**config.mk**
```make
export PLATFORM = sky130hd
export DESIGN_NAME = murmur2_64a_hash_unit
export DESIGN_NICKNAME = d
export VERILOG_FILES = /design/src/sv/mm64_pkg.sv /design/src/sv/mm64_front.sv /design/src/sv/mm64_queue.sv /design/src/sv/mm64_mul.sv /design/src/sv/mm64_back.sv /design/src/sv/murmur2_64a_hash_unit.sv
export VERILOG_INCLUDE_DIRS = /design/src /design/src/sv
export SDC_FILE = /design/constraint.sdc
export NUM_CORES = 2
export LEC_CHECK = 0
export ABC_CLOCK_PERIOD_IN_PS = 18100
export BUFFER_PORTS_ARGS = -buffer_cell sky130_fd_sc_hd__buf_2
export CAP_MARGIN = 20
export CORE_ASPECT_RATIO = 0.5
export CORE_MARGIN = 5
export CORE_UTILIZATION = 56
export DETAILED_ROUTE_END_ITERATION = 10
export GPL_TIMING_DRIVEN = 0
export PLACE_DENSITY = 0.84
export SKIP_LAST_GASP = 1
export SYNTH_ARGS = -nofsm -noshare
export SYNTH_HDL_FRONTEND = slang
export SYNTH_SLANG_ARGS = --single-unit
```
**constraint.sdc**
```tcl
create_clock -name clk -period 18.1 [get_ports clk]
set_clock_uncertainty 0.05 [all_clocks]
set_input_delay 0 -clock clk [delete_from_list [all_inputs] [get_ports clk]]
set_output_delay 0 -clock clk [all_outputs]
set_load 0.05 [all_outputs]
```
**src/sv/murmur2_64a_hash_unit_defines.svh**
```systemverilog
// assertion helpers shared by the hash unit modules
`ifndef MURMUR2_64A_HASH_UNIT_DEFINES_SVH
`define MURMUR2_64A_HASH_UNIT_DEFINES_SVH

// property must hold at every clock edge outside reset
`define MM64_ASSERT(label, prop, msg) \
  label: assert property (@(posedge clk) disable iff (rst) prop) else $error(msg);

// condition must never be seen outside reset
`define MM64_NEVER(label, cond, msg) \
  label: assert property (@(posedge clk) disable iff (rst) !(cond)) else $error(msg);

`endif

```
**src/sv/mm64_pkg.sv**
```systemverilog
`default_nettype none

package mm64_pkg;

  localparam logic [63:0] MIX_MUL   = 64'hc6a4a7935bd1e995;
  localparam logic [31:0] MUL_LO    = MIX_MUL[31:0];
  localparam logic [31:0] MUL_HI    = MIX_MUL[63:32];
  localparam int          MIX_SHIFT = 47;
  localparam logic [2:0]  TAIL_MASK = 3'h7;
  localparam logic [3:0]  FULL_BYTES = 4'd8;

  localparam int QUEUE_DEPTH = 2;
  localparam int QPTR_W      = (QUEUE_DEPTH > 1) ? $clog2(QUEUE_DEPTH) : 1;
  localparam int QCNT_W      = $clog2(QUEUE_DEPTH + 1);

  // partial product passes of the shared multiplier
  localparam int          PHASE_W  = 2;
  localparam logic [PHASE_W-1:0] PHASE_LL = 2'd0;
  localparam logic [PHASE_W-1:0] PHASE_LH = 2'd1;
  localparam logic [PHASE_W-1:0] PHASE_HL = 2'd2;

  typedef enum logic [1:0] {
    KIND_NONE = 2'd0,
    KIND_TAIL = 2'd1,
    KIND_FULL = 2'd2
  } kind_t;

  typedef struct packed {
    logic [63:0] word;
    kind_t       kind;
    logic        last;
    logic        first;
    logic [31:0] len;
  } entry_t;

  typedef struct packed {
    logic        start;
    logic [63:0] operand;
  } mul_req_t;

  typedef struct packed {
    logic        done;
    logic [63:0] product;
  } mul_rsp_t;

  function automatic logic [63:0] tail_mask(input logic [2:0] nbytes);
    logic [63:0] mask;
    mask = '0;
    for (int i = 0; i < 8; i++) begin
      if (3'(i) < nbytes) begin
        mask[8*i +: 8] = 8'hff;
      end
    end
    return mask;
  endfunction

  function automatic logic [63:0] xorshift(input logic [63:0] x);
    return x ^ (x >> MIX_SHIFT);
  endfunction

endpackage

`default_nettype wire

```
**src/sv/mm64_front.sv**
```systemverilog
`default_nettype none

module mm64_front import mm64_pkg::*; (
  input  wire logic        clk,
  input  wire logic        rst,
  input  wire logic        push,
  input  wire logic [63:0] data_word,
  input  wire logic [3:0]  valid_bytes,
  input  wire logic        last,
  input  wire logic [31:0] message_length,
  input  wire logic        q_full,
  output logic             enq,
  output entry_t           entry
);

  logic       at_start;
  logic [2:0] tail_bytes;

  assign enq        = push && !q_full;
  assign tail_bytes = valid_bytes[2:0] & TAIL_MASK;

  always_comb begin
    entry.last  = last;
    entry.first = at_start;
    entry.len   = message_length;
    entry.word  = data_word;
    if (valid_bytes == 4'd0) begin
      entry.kind = KIND_NONE;
    end else if (valid_bytes >= FULL_BYTES) begin
      entry.kind = KIND_FULL;
    end else begin
      entry.kind = KIND_TAIL;
      entry.word = data_word & tail_mask(tail_bytes);
    end
  end

  always_ff @(posedge clk) begin
    if (rst) begin
      at_start <= 1'b1;
    end else if (enq) begin
      at_start <= last;
    end
  end

endmodule

`default_nettype wire

```
**src/sv/mm64_queue.sv**
```systemverilog
`default_nettype none
`include "murmur2_64a_hash_unit_defines.svh"

module mm64_queue import mm64_pkg::*; (
  input  wire logic   clk,
  input  wire logic   rst,
  input  wire logic   enq,
  input  wire entry_t enq_entry,
  output logic        q_full,
  input  wire logic   deq,
  output logic        q_empty,
  output entry_t      head
);

  entry_t            slots [QUEUE_DEPTH];
  logic [QPTR_W-1:0] wr_ptr;
  logic [QPTR_W-1:0] rd_ptr;
  logic [QCNT_W-1:0] count;

  assign q_full  = (count == QCNT_W'(QUEUE_DEPTH));
  assign q_empty = (count == '0);
  assign head    = slots[rd_ptr];

  function automatic logic [QPTR_W-1:0] bump(input logic [QPTR_W-1:0] p);
    return (p == QPTR_W'(QUEUE_DEPTH - 1)) ? '0 : p + QPTR_W'(1);
  endfunction

  always_ff @(posedge clk) begin
    if (rst) begin
      wr_ptr <= '0;
      rd_ptr <= '0;
      count  <= '0;
    end else begin
      if (enq) begin
        wr_ptr <= bump(wr_ptr);
      end
      if (deq) begin
        rd_ptr <= bump(rd_ptr);
      end
      if (enq && !deq) begin
        count <= count + QCNT_W'(1);
      end else if (deq && !enq) begin
        count <= count - QCNT_W'(1);
      end
    end
  end

  always_ff @(posedge clk) begin
    if (enq) begin
      slots[wr_ptr] <= enq_entry;
    end
  end

  `MM64_NEVER(a_q_deq_empty, deq && q_empty, "queue read while empty")
  `MM64_NEVER(a_q_enq_full, enq && q_full, "queue written while full")

endmodule

`default_nettype wire

```
**src/sv/mm64_mul.sv**
```systemverilog
`default_nettype none
`include "murmur2_64a_hash_unit_defines.svh"

module mm64_mul import mm64_pkg::*; (
  input  wire logic     clk,
  input  wire logic     rst,
  input  wire mul_req_t req,
  output mul_rsp_t      rsp
);

  logic               running;
  logic [PHASE_W-1:0] phase;
  logic               done;
  logic [63:0]        x;
  logic [63:0]        prod;
  logic [31:0]        mul_a;
  logic [31:0]        mul_b;
  logic [63:0]        p;

  // low 64 bits of x * MIX_MUL from three 32x32 partial products
  assign mul_a = (phase == PHASE_HL) ? x[63:32] : x[31:0];
  assign mul_b = (phase == PHASE_LH) ? MUL_HI : MUL_LO;
  assign p     = mul_a * mul_b;

  assign rsp.done    = done;
  assign rsp.product = prod;

  always_ff @(posedge clk) begin
    if (rst) begin
      running <= 1'b0;
      phase   <= PHASE_LL;
      done    <= 1'b0;
    end else begin
      done <= running && (phase == PHASE_HL);
      if (req.start) begin
        running <= 1'b1;
        phase   <= PHASE_LL;
      end else if (running) begin
        phase <= phase + PHASE_W'(1);
        if (phase == PHASE_HL) begin
          running <= 1'b0;
        end
      end
    end
  end

  always_ff @(posedge clk) begin
    if (req.start) begin
      x <= req.operand;
    end
    if (running) begin
      case (phase) inside
        PHASE_LL: prod <= p;
        PHASE_LH, PHASE_HL: prod[63:32] <= prod[63:32] + p[31:0];
        default: prod <= prod;
      endcase
    end
  end

  `MM64_NEVER(a_mul_start_busy, req.start && running, "multiply started while busy")

endmodule

`default_nettype wire

```
**src/sv/mm64_back.sv**
```systemverilog
`default_nettype none
`include "murmur2_64a_hash_unit_defines.svh"

module mm64_back import mm64_pkg::*; (
  input  wire logic        clk,
  input  wire logic        rst,
  input  wire logic        q_empty,
  input  wire entry_t      q_head,
  output logic             q_pop,
  output mul_req_t         mreq,
  input  wire mul_rsp_t    mrsp,
  input  wire logic        pop,
  output logic             out_valid,
  output logic [63:0]      hash_value
);

  typedef enum logic [6:0] {
    ST_IDLE = 7'b0000001,
    ST_SEED = 7'b0000010,
    ST_MIXA = 7'b0000100,
    ST_MIXB = 7'b0001000,
    ST_HMUL = 7'b0010000,
    ST_FIN  = 7'b0100000,
    ST_EMIT = 7'b1000000
  } state_t;

  state_t      state, state_next;
  logic [63:0] hash, hash_next;
  logic [63:0] result, result_next;
  entry_t      ent, ent_next;
  logic        out_valid_next;
  logic [63:0] hash_value_next;

  entry_t      disp_ent;
  logic [63:0] disp_h;
  state_t      disp_state;
  logic        disp_start;
  logic [63:0] disp_operand;
  logic        waiting;

  // pick the first multiply of an item once the running hash is known
  assign disp_ent = (state == ST_IDLE) ? q_head : ent;
  assign disp_h   = (state == ST_IDLE) ? hash : mrsp.product;

  assign waiting = state inside {ST_SEED, ST_MIXA, ST_MIXB, ST_HMUL, ST_FIN};

  always_comb begin
    disp_start   = 1'b0;
    disp_operand = disp_h;
    disp_state   = ST_IDLE;
    unique case (disp_ent.kind)
      KIND_FULL: begin
        disp_start   = 1'b1;
        disp_operand = disp_ent.word;
        disp_state   = ST_MIXA;
      end
      KIND_TAIL: begin
        disp_start   = 1'b1;
        disp_operand = disp_h ^ disp_ent.word;
        disp_state   = ST_HMUL;
      end
      KIND_NONE: begin
        if (disp_ent.last) begin
          disp_start   = 1'b1;
          disp_operand = xorshift(disp_h);
          disp_state   = ST_FIN;
        end
      end
      default: disp_state = ST_IDLE;
    endcase
  end

  always_comb begin
    state_next      = state;
    hash_next       = hash;
    result_next     = result;
    ent_next        = ent;
    q_pop           = 1'b0;
    mreq.start      = 1'b0;
    mreq.operand    = disp_operand;
    out_valid_next  = out_valid && !pop;
    hash_value_next = hash_value;
    unique case (state)
      ST_IDLE: begin
        if (!q_empty) begin
          q_pop    = 1'b1;
          ent_next = q_head;
          if (q_head.first) begin
            mreq.start   = 1'b1;
            mreq.operand = {32'd0, q_head.len};
            state_next   = ST_SEED;
          end else begin
            mreq.start = disp_start;
            state_next = disp_state;
          end
        end
      end
      ST_SEED: begin
        if (mrsp.done) begin
          hash_next  = mrsp.product;
          mreq.start = disp_start;
          state_next = disp_state;
        end
      end
      ST_MIXA: begin
        if (mrsp.done) begin
          mreq.start   = 1'b1;
          mreq.operand = xorshift(mrsp.product);
          state_next   = ST_MIXB;
        end
      end
      ST_MIXB: begin
        if (mrsp.done) begin
          mreq.start   = 1'b1;
          mreq.operand = hash ^ mrsp.product;
          state_next   = ST_HMUL;
        end
      end
      ST_HMUL: begin
        if (mrsp.done) begin
          hash_next = mrsp.product;
          if (ent.last) begin
            mreq.start   = 1'b1;
            mreq.operand = xorshift(mrsp.product);
            state_next   = ST_FIN;
          end else begin
            state_next = ST_IDLE;
          end
        end
      end
      ST_FIN: begin
        if (mrsp.done) begin
          result_next = xorshift(mrsp.product);
          state_next  = ST_EMIT;
        end
      end
      ST_EMIT: begin
        if (!out_valid || pop) begin
          out_valid_next  = 1'b1;
          hash_value_next = result;
          hash_next       = '0;
          state_next      = ST_IDLE;
        end
      end
      default: state_next = ST_IDLE;
    endcase
  end

  always_ff @(posedge clk) begin
    if (rst) begin
      state     <= ST_IDLE;
      hash      <= '0;
      out_valid <= 1'b0;
    end else begin
      state     <= state_next;
      hash      <= hash_next;
      out_valid <= out_valid_next;
    end
  end

  always_ff @(posedge clk) begin
    ent        <= ent_next;
    result     <= result_next;
    hash_value <= hash_value_next;
  end

  `MM64_ASSERT(a_done_when_waiting, mrsp.done |-> waiting, "multiply done while not waiting")

endmodule

`default_nettype wire

```
**src/sv/murmur2_64a_hash_unit.sv**
```systemverilog
`default_nettype none
// channel   handshake      payload
// input     push / full    data_word, valid_bytes, last, message_length
// result    pop / empty    hash_value
//
// each 64-bit product comes from one shared 32x32 multiplier (three passes)
// a full word runs mix and hash multiplies, a tail word only the hash one, empty none;
// a first word adds the length seed, a last word finalization and the output write
// a 2-item queue sits in front of the engine, so push is taken while a word is mixed
// a waiting result holds the engine only at the output write of the next message
// rst is synchronous: queue, engine and result register come up empty

module murmur2_64a_hash_unit import mm64_pkg::*; (
  input  wire logic        clk,
  input  wire logic        rst,
  input  wire logic        push,
  output logic             full,
  input  wire logic [63:0] data_word,
  input  wire logic [3:0]  valid_bytes,
  input  wire logic        last,
  input  wire logic [31:0] message_length,
  input  wire logic        pop,
  output logic             empty,
  output logic [63:0]      hash_value
);

  logic     enq;
  entry_t   enq_entry;
  logic     q_full;
  logic     q_empty;
  logic     q_pop;
  entry_t   q_head;
  mul_req_t mreq;
  mul_rsp_t mrsp;
  logic     out_valid;

  assign full  = q_full;
  assign empty = !out_valid;

  mm64_front u_front (
    .clk            (clk),
    .rst            (rst),
    .push           (push),
    .data_word      (data_word),
    .valid_bytes    (valid_bytes),
    .last           (last),
    .message_length (message_length),
    .q_full         (q_full),
    .enq            (enq),
    .entry          (enq_entry)
  );

  mm64_queue u_queue (
    .clk       (clk),
    .rst       (rst),
    .enq       (enq),
    .enq_entry (enq_entry),
    .q_full    (q_full),
    .deq       (q_pop),
    .q_empty   (q_empty),
    .head      (q_head)
  );

  mm64_mul u_mul (
    .clk (clk),
    .rst (rst),
    .req (mreq),
    .rsp (mrsp)
  );

  mm64_back u_back (
    .clk        (clk),
    .rst        (rst),
    .q_empty    (q_empty),
    .q_head     (q_head),
    .q_pop      (q_pop),
    .mreq       (mreq),
    .mrsp       (mrsp),
    .pop        (pop),
    .out_valid  (out_valid),
    .hash_value (hash_value)
  );

endmodule

`default_nettype wire

```
## Word level (Yosys, flattened, before mapping)

Memory sizes are Yosys's and may differ from the RTL's. A register that Yosys moved wholly into a read port is not among the register bits.
Cells that the tools add are included.

| cells by class | value |
|---|---|
| $add $sub $neg | 6 |
| multipliers | 1 |
| order comparisons | 9 |
| equality and inequality tests | 20 |
| muxes and demuxes | 78 |
| bitwise operators | 6 |
| reduce and logical (&&, ||, !) cells | 29 |

Operators by type and width:

| operator | number |
|---|---|
| 64-bit two-way mux | 7 |
| 65-bit two-way mux | 5 |
| 64-bit case mux with 4 select lines | 1 |
| 8-bit two-way mux | 24 |
| 64-bit case mux with 3 select lines | 1 |
| 32-bit two-way mux | 4 |
| 64-bit case mux with 2 select lines | 1 |
| 64-bit by 17-bit bitwise XOR with 64-bit output | 2 |
| 64-bit bitwise XOR | 2 |
| 100-bit two-way mux | 1 |
| 64-bit AND | 1 |
| 32-bit by 32-bit multiplier with 64-bit output | 1 |
| 7-bit two-way mux | 8 |
| 7-bit case mux with 7 select lines | 1 |
| 32-bit adder | 1 |
| 7-bit case mux with 3 select lines | 1 |
| 1-bit two-way mux | 16 |
| 3-bit < comparator (first input constant) | 4 |
| 6-bit two-way mux | 2 |
| 2-bit != test (second input constant) | 6 |
| 2-bit AND reduction | 5 |
| 2-bit two-way mux | 4 |
| 2-bit OR reduction | 4 |
| 7-bit by 1-bit equality test with 1-bit output (second input constant) | 1 |
| 26 further kinds | 46 |

| word-level totals | value |
|---|---|
| flip-flop bits (word level) | 437 |
| memory bits (writable) | 200 |
| logic and storage cells | 170 |
| memories kept | 1 |

Memories:

| memory | words | bits a word | read ports | clocked after Yosys merged registers in | write ports | line | source |
|---|---|---|---|---|---|---|---|
| u_queue.slots | 2 | 100 | 1 | 1 | 1 | mm64_queue.sv:15 | `entry_t slots [QUEUE_DEPTH];` |

## Longest topological paths before layout

| depth | value |
|---|---|
| depth after elaboration | 9 |
| mapped depth | 43 |

## Modules after synthesis

A second synthesis with hierarchy kept.

| unflattened totals | value |
|---|---|
| cells, all modules | 5434 |
| area total of the unflattened synthesis | 57039.7 sq um |

By module, submodules not included:

| module | times used | cells an instance | area an instance (sq um) | sequential area each (sq um) |
|---|---|---|---|---|
| mm64_mul | 1 | 3004 | 30768.3 | 3923.8 |
| mm64_back | 1 | 1957 | 17900.9 | 7297.0 |
| mm64_queue | 1 | 333 | 7459.7 | 6105.9 |
| mm64_front | 1 | 139 | 907.1 | 20.0 |
| murmur2_64a_hash_unit | 1 | 1 | 3.8 | 0.0 |

## Worst setup path after synthesis

Ideal clock, no wire load.

| timing path | value |
|---|---|
| kind | register to register |
| from | reg u_mul.phase[0] |
| to | reg u_mul.prod[60], data pin |
| setup time | 261 ps |
| data arrival time | 9771 ps |
| data required time | 17789 ps |
| path slack | 8018 ps |
| cell stages (with the launch flop) | 37 |
| path buffers | 4 |
| path through | dfxtp_1 inv_1 ha_1 clkbuf_1 clkbuf_1 buf_1 mux2i_1 inv_1 nand2_1 inv_1 ha_1 fa_1 fa_1 inv_1 fa_1 inv_1 fa_1 fa_1 fa_1 inv_1 fa_1 inv_1 ha_1 clkbuf_1 and4_1 a22o_1 o311ai_1 nand2_1 xor2_1 ha_1 and3_1 a22o_1 o21ai_0 a21boi_0 or2_2 xnor2_1 mux2i_1 |

| between the ends | value |
|---|---|
| cells in the longest elaborated chain, start to end | 6 |
| elaborated cells between the ends (all ways) | 9 |

Ends and longest elaborated chain:

| element | line | source |
|---|---|---|
| start, declared | mm64_mul.sv:12 | `logic [PHASE_W-1:0] phase;` |
| start signal, assigned | mm64_mul.sv:39 | `phase <= phase + PHASE_W'(1);` |
| 2-bit equality test / 2-bit by 1-bit equality test with 1-bit output (equally long branches) | mm64_mul.sv:21, mm64_mul.sv:22 |  |
| 32-bit two-way mux, on equally long branches | mm64_mul.sv:21, mm64_mul.sv:22 |  |
| 32-bit by 32-bit multiplier with 64-bit output * | mm64_mul.sv:23 | `assign p = mul_a * mul_b;` |
| via u_mul.p[25] | mm64_mul.sv:18 | `logic [63:0] p;` |
| 32-bit adder * | mm64_mul.sv:54 | `PHASE_LH, PHASE_HL: prod[63:32] <= prod[63:32] + p[31:0];` |
| 32-bit two-way mux * (2 in a row) | mm64_mul.sv:52 | `case (phase) inside` |
| end signal, assigned | mm64_mul.sv:53 | `PHASE_LL: prod <= p;` |
| end signal, assigned | mm64_mul.sv:54 |  |
| end signal, assigned | mm64_mul.sv:55 | `default: prod <= prod;` |
| end, declared | mm64_mul.sv:15 | `logic [63:0] prod;` |

Mark *: on every way through the listed nets, which the timed path passes. The rest lies on a longest branch. The select of a mux whose other input is x is not followed.
A chain may end at the register's enable or synchronous reset.

## Worst setup path in the final report

| timing path | value |
|---|---|
| from | reg u_mul.phase[0] |
| to | reg u_mul.prod[61], data pin |

The elaborated chain is that of the path after synthesis.

==> out/metrics.yaml <==
status: "finished, final reports clean"
detail_route.wl_per_cell_um: 26.8
synth_seq_area_share: 0.324
row_count: 80
cts_root_buf: "clkbuf_16"
gr-total-overflow: 0
start_kind: "flip-flop"
synth_cell_types: 78
cpMostUsedCell: "inv_1"
dr.pass1.iters: 6
cap_violations: 0
crit_buf_inv: 10
layout_common_cells: "inv_1 (785), fa_1 (616), edfxtp_1 (523)"
fmax_mhz: 74.2
cts.path.max_buffers: 3
setup_viol: 0
drt-total-wl_um: 177000
dieArea_mm2: 0.102
synthToLayoutAreaGrowth_pct: 11.0
grt_pass1_wl_um: 264000
end_kind: "flip-flop"
numPortBuffers: 161
hold_class: "primary input to flip-flop"
finalMaxSlewViolations: 0
layout_commonest_cell: "inv_1"
final_nets: 6460
topRoutingLayerUsed: "met4"
wl_met1_um: 69600
synthFlopType: "edfxtp_1"
cts-htree-levels: 2
cts_buffers: 59
start_util: 0.563
first_iter_violations: 5440
cp_top_family: "adder cells"
relSlewSlack: 0.175
grt_usage: 0.346
core_mm2: 0.0950
die_x_um: 447
netlist_area_mm2: 0.0535
ys_ff_latch: 605
gp_congestion: 1.04
tightest_slew_ps: 1200
rsz0062_at_grt: "no"
grt_antenna_before_repair: 1
drtAntennaViolNets: 0
min_period_over_period: 0.745
die_h_um: 229
cts_tree: "done"
drc: 0
grt_pass1_vias: 41185
clock_latency_ps: 640
yosysWarningCount: 0
dr_wl_met2_um: 78100
drive_gt1_frac: 0.0866
period_needed_ps: 13480
synth_edf_count: 523
met3_wirelength_um: 22300
cts.clk_slew.worst_paths_ps: 70
synthCells: 4939
synthArstFlopShare: 0
hold_viol: 0
num_io_pins: 171
hpwlAfterDp_um: 142000
vias: 40630
avgSynthCellArea_um2: 10.8
grt_max_degree: 70
worstPathArrival_ps: 13780
crit_slowest_cell: "mux2i_1"
max_stage_delay_ps: 1040
clkSinkCount: 605
cp.required_ps: 18400
criticalPathCategory: "flip-flop to flip-flop"
path_max_fanout: 10
setup_tns_ps: 0
vias_per_cell: 6.14
==> worst register-to-register path, delay by kind of cell, from the launching register on <==
| family | cells | cell delay, ps |
|---|---|---|
| adders and majority gates | 11 | 4360 |
| AOI/OAI and AO/OA | 11 | 2580 |
| xor gates and xnor gates | 2 | 700 |
| DFF | 1 | 350 |
| buffers and inverters | 10 | 3030 |
| muxes | 2 | 1220 |
| and+or+nand+nor | 4 | 910 |
==> stage by stage <==
| step | utilization | setup slack, ps | hold WS (ps) | std cells | area [µm²] |
|---|---|---|---|---|---|
| 2_1_floorplan | - | 8020 | 48.9 | 4943 | 53500 |
| 3_3_place_gp | 0.588 | 4700 | 138 | 6375 | 55900 |
| 3_5_place_dp | 0.592 | 5120 | 142 | 6400 | 56300 |
| 4_1_cts | 0.625 | 4980 | 3.30 | 6611 | 59300 |
| 5_1_grt | 0.625 | 4380 | 36.6 | 6615 | 59400 |
| 6_report | 0.625 | 4620 | 35.5 | 6617 | 59400 |
==> area by class of cell <==
| cell class | instances | area, µm² |
|---|---|---|
| Multi-Input combinational cell | 3291 | 32300 |
| Clock buffer | 62 | 1510 |
| Timing Repair Buffer | 292 | 2180 |
| Tap cell | 1271 | 1590 |
| Fill cell | 7413 | 35600 |
| Buffer | 256 | 985 |
| Clock inverter | 47 | 539 |
| Antenna cell | 2 | 5.00 |
| Inverter | 791 | 2970 |
| Sequential cell | 605 | 17300 |
==> path summary, 6_finish.rpt <==
check,from,endpoint,slack [ps],cells after the start
worst min-delay path,valid_bytes[1],u_queue.slots[1][84],40,3
worst max register to register,u_mul.phase[0],u_mul.prod[61],4620,40
worst max-delay path,u_mul.phase[0],u_mul.prod[61],4620,40
worst min register to register,u_back.result[46],u_back.hash_value[46],370,0
==> registers in the layout (all words and copies together), names as in the netlist, named ones only <==
signal / flops
u_mul.done: 1
u_queue.count: 2
u_mul.prod: 64
u_back.hash_value: 64
u_back.out_valid: 1
u_queue.rd_ptr: 1
u_queue.slots: 200
u_mul.running: 1
u_back.state: 7
u_mul.x: 64
u_queue.wr_ptr: 1
u_back.result: 64
u_front.at_start: 1
u_back.hash: 64
u_back.ent: 67
u_mul.phase: 2
==> per-layer routing <==
metal  GRT usage  vias to the layer above
li1            -                    17383
met1       0.480                    20284
met2       0.530                     2525
met3      0.0948                      438
met4       0.116                        0
met5           0                        -
==> Yosys cell counts (15+ instances only) <==
| master | instances | area share |
|---|---|---|
| a21boi_0 | 20 | 0.0028 |
| dfxtp_1 | 82 | 0.031 |
| a31oi_1 | 15 | 0.0018 |
| nand2_1 | 349 | 0.024 |
| mux2i_1 | 197 | 0.037 |
| clkbuf_1 | 195 | 0.014 |
| and2_1 | 26 | 0.0030 |
| buf_2 | 18 | 0.0017 |
| o22ai_1 | 23 | 0.0027 |
| nand3_1 | 84 | 0.0079 |
| buf_1 | 42 | 0.0029 |
| nor2_1 | 192 | 0.013 |
| nand2b_1 | 31 | 0.0036 |
| a21o_1 | 54 | 0.0076 |
| nor2b_1 | 50 | 0.0058 |
| o221ai_1 | 64 | 0.010 |
| a221o_1 | 53 | 0.0099 |
| o21ai_0 | 198 | 0.019 |
| and3_1 | 61 | 0.0071 |
| edfxtp_1 | 523 | 0.29 |
| xor2_1 | 71 | 0.012 |
| a22oi_1 | 32 | 0.0045 |
| xnor2_1 | 115 | 0.019 |
| ha_1 | 443 | 0.10 |
| o21bai_1 | 16 | 0.0022 |
| inv_1 | 787 | 0.055 |
| fa_1 | 616 | 0.23 |
| nor3_1 | 19 | 0.0018 |
| or3_1 | 23 | 0.0027 |
| mux2_2 | 107 | 0.023 |
| a21oi_1 | 299 | 0.028 |
==> logic make-up after synthesis <==
kind of cell	Yosys count	synth area share
DFF	605	0.324
AOI/OAI and AO/OA	854	0.101
other	2	0.000140
muxes	304	0.0594
buffers and inverters	1047	0.0739
adders and majority gates	1059	0.334
xor gates and xnor gates	186	0.0305
and+or+nand+nor	882	0.0762
==> what timing repair did <==
item                                   CTS  global route
buffers inserted                         0             0
hold buffers                           102             0
gates resized for setup                  0             0
endpoints found under the hold margin  231             0
Power is left out: the tool's default activity adds up to more than one toggle a clock period on the data nets, which glitch-free logic cannot reach.
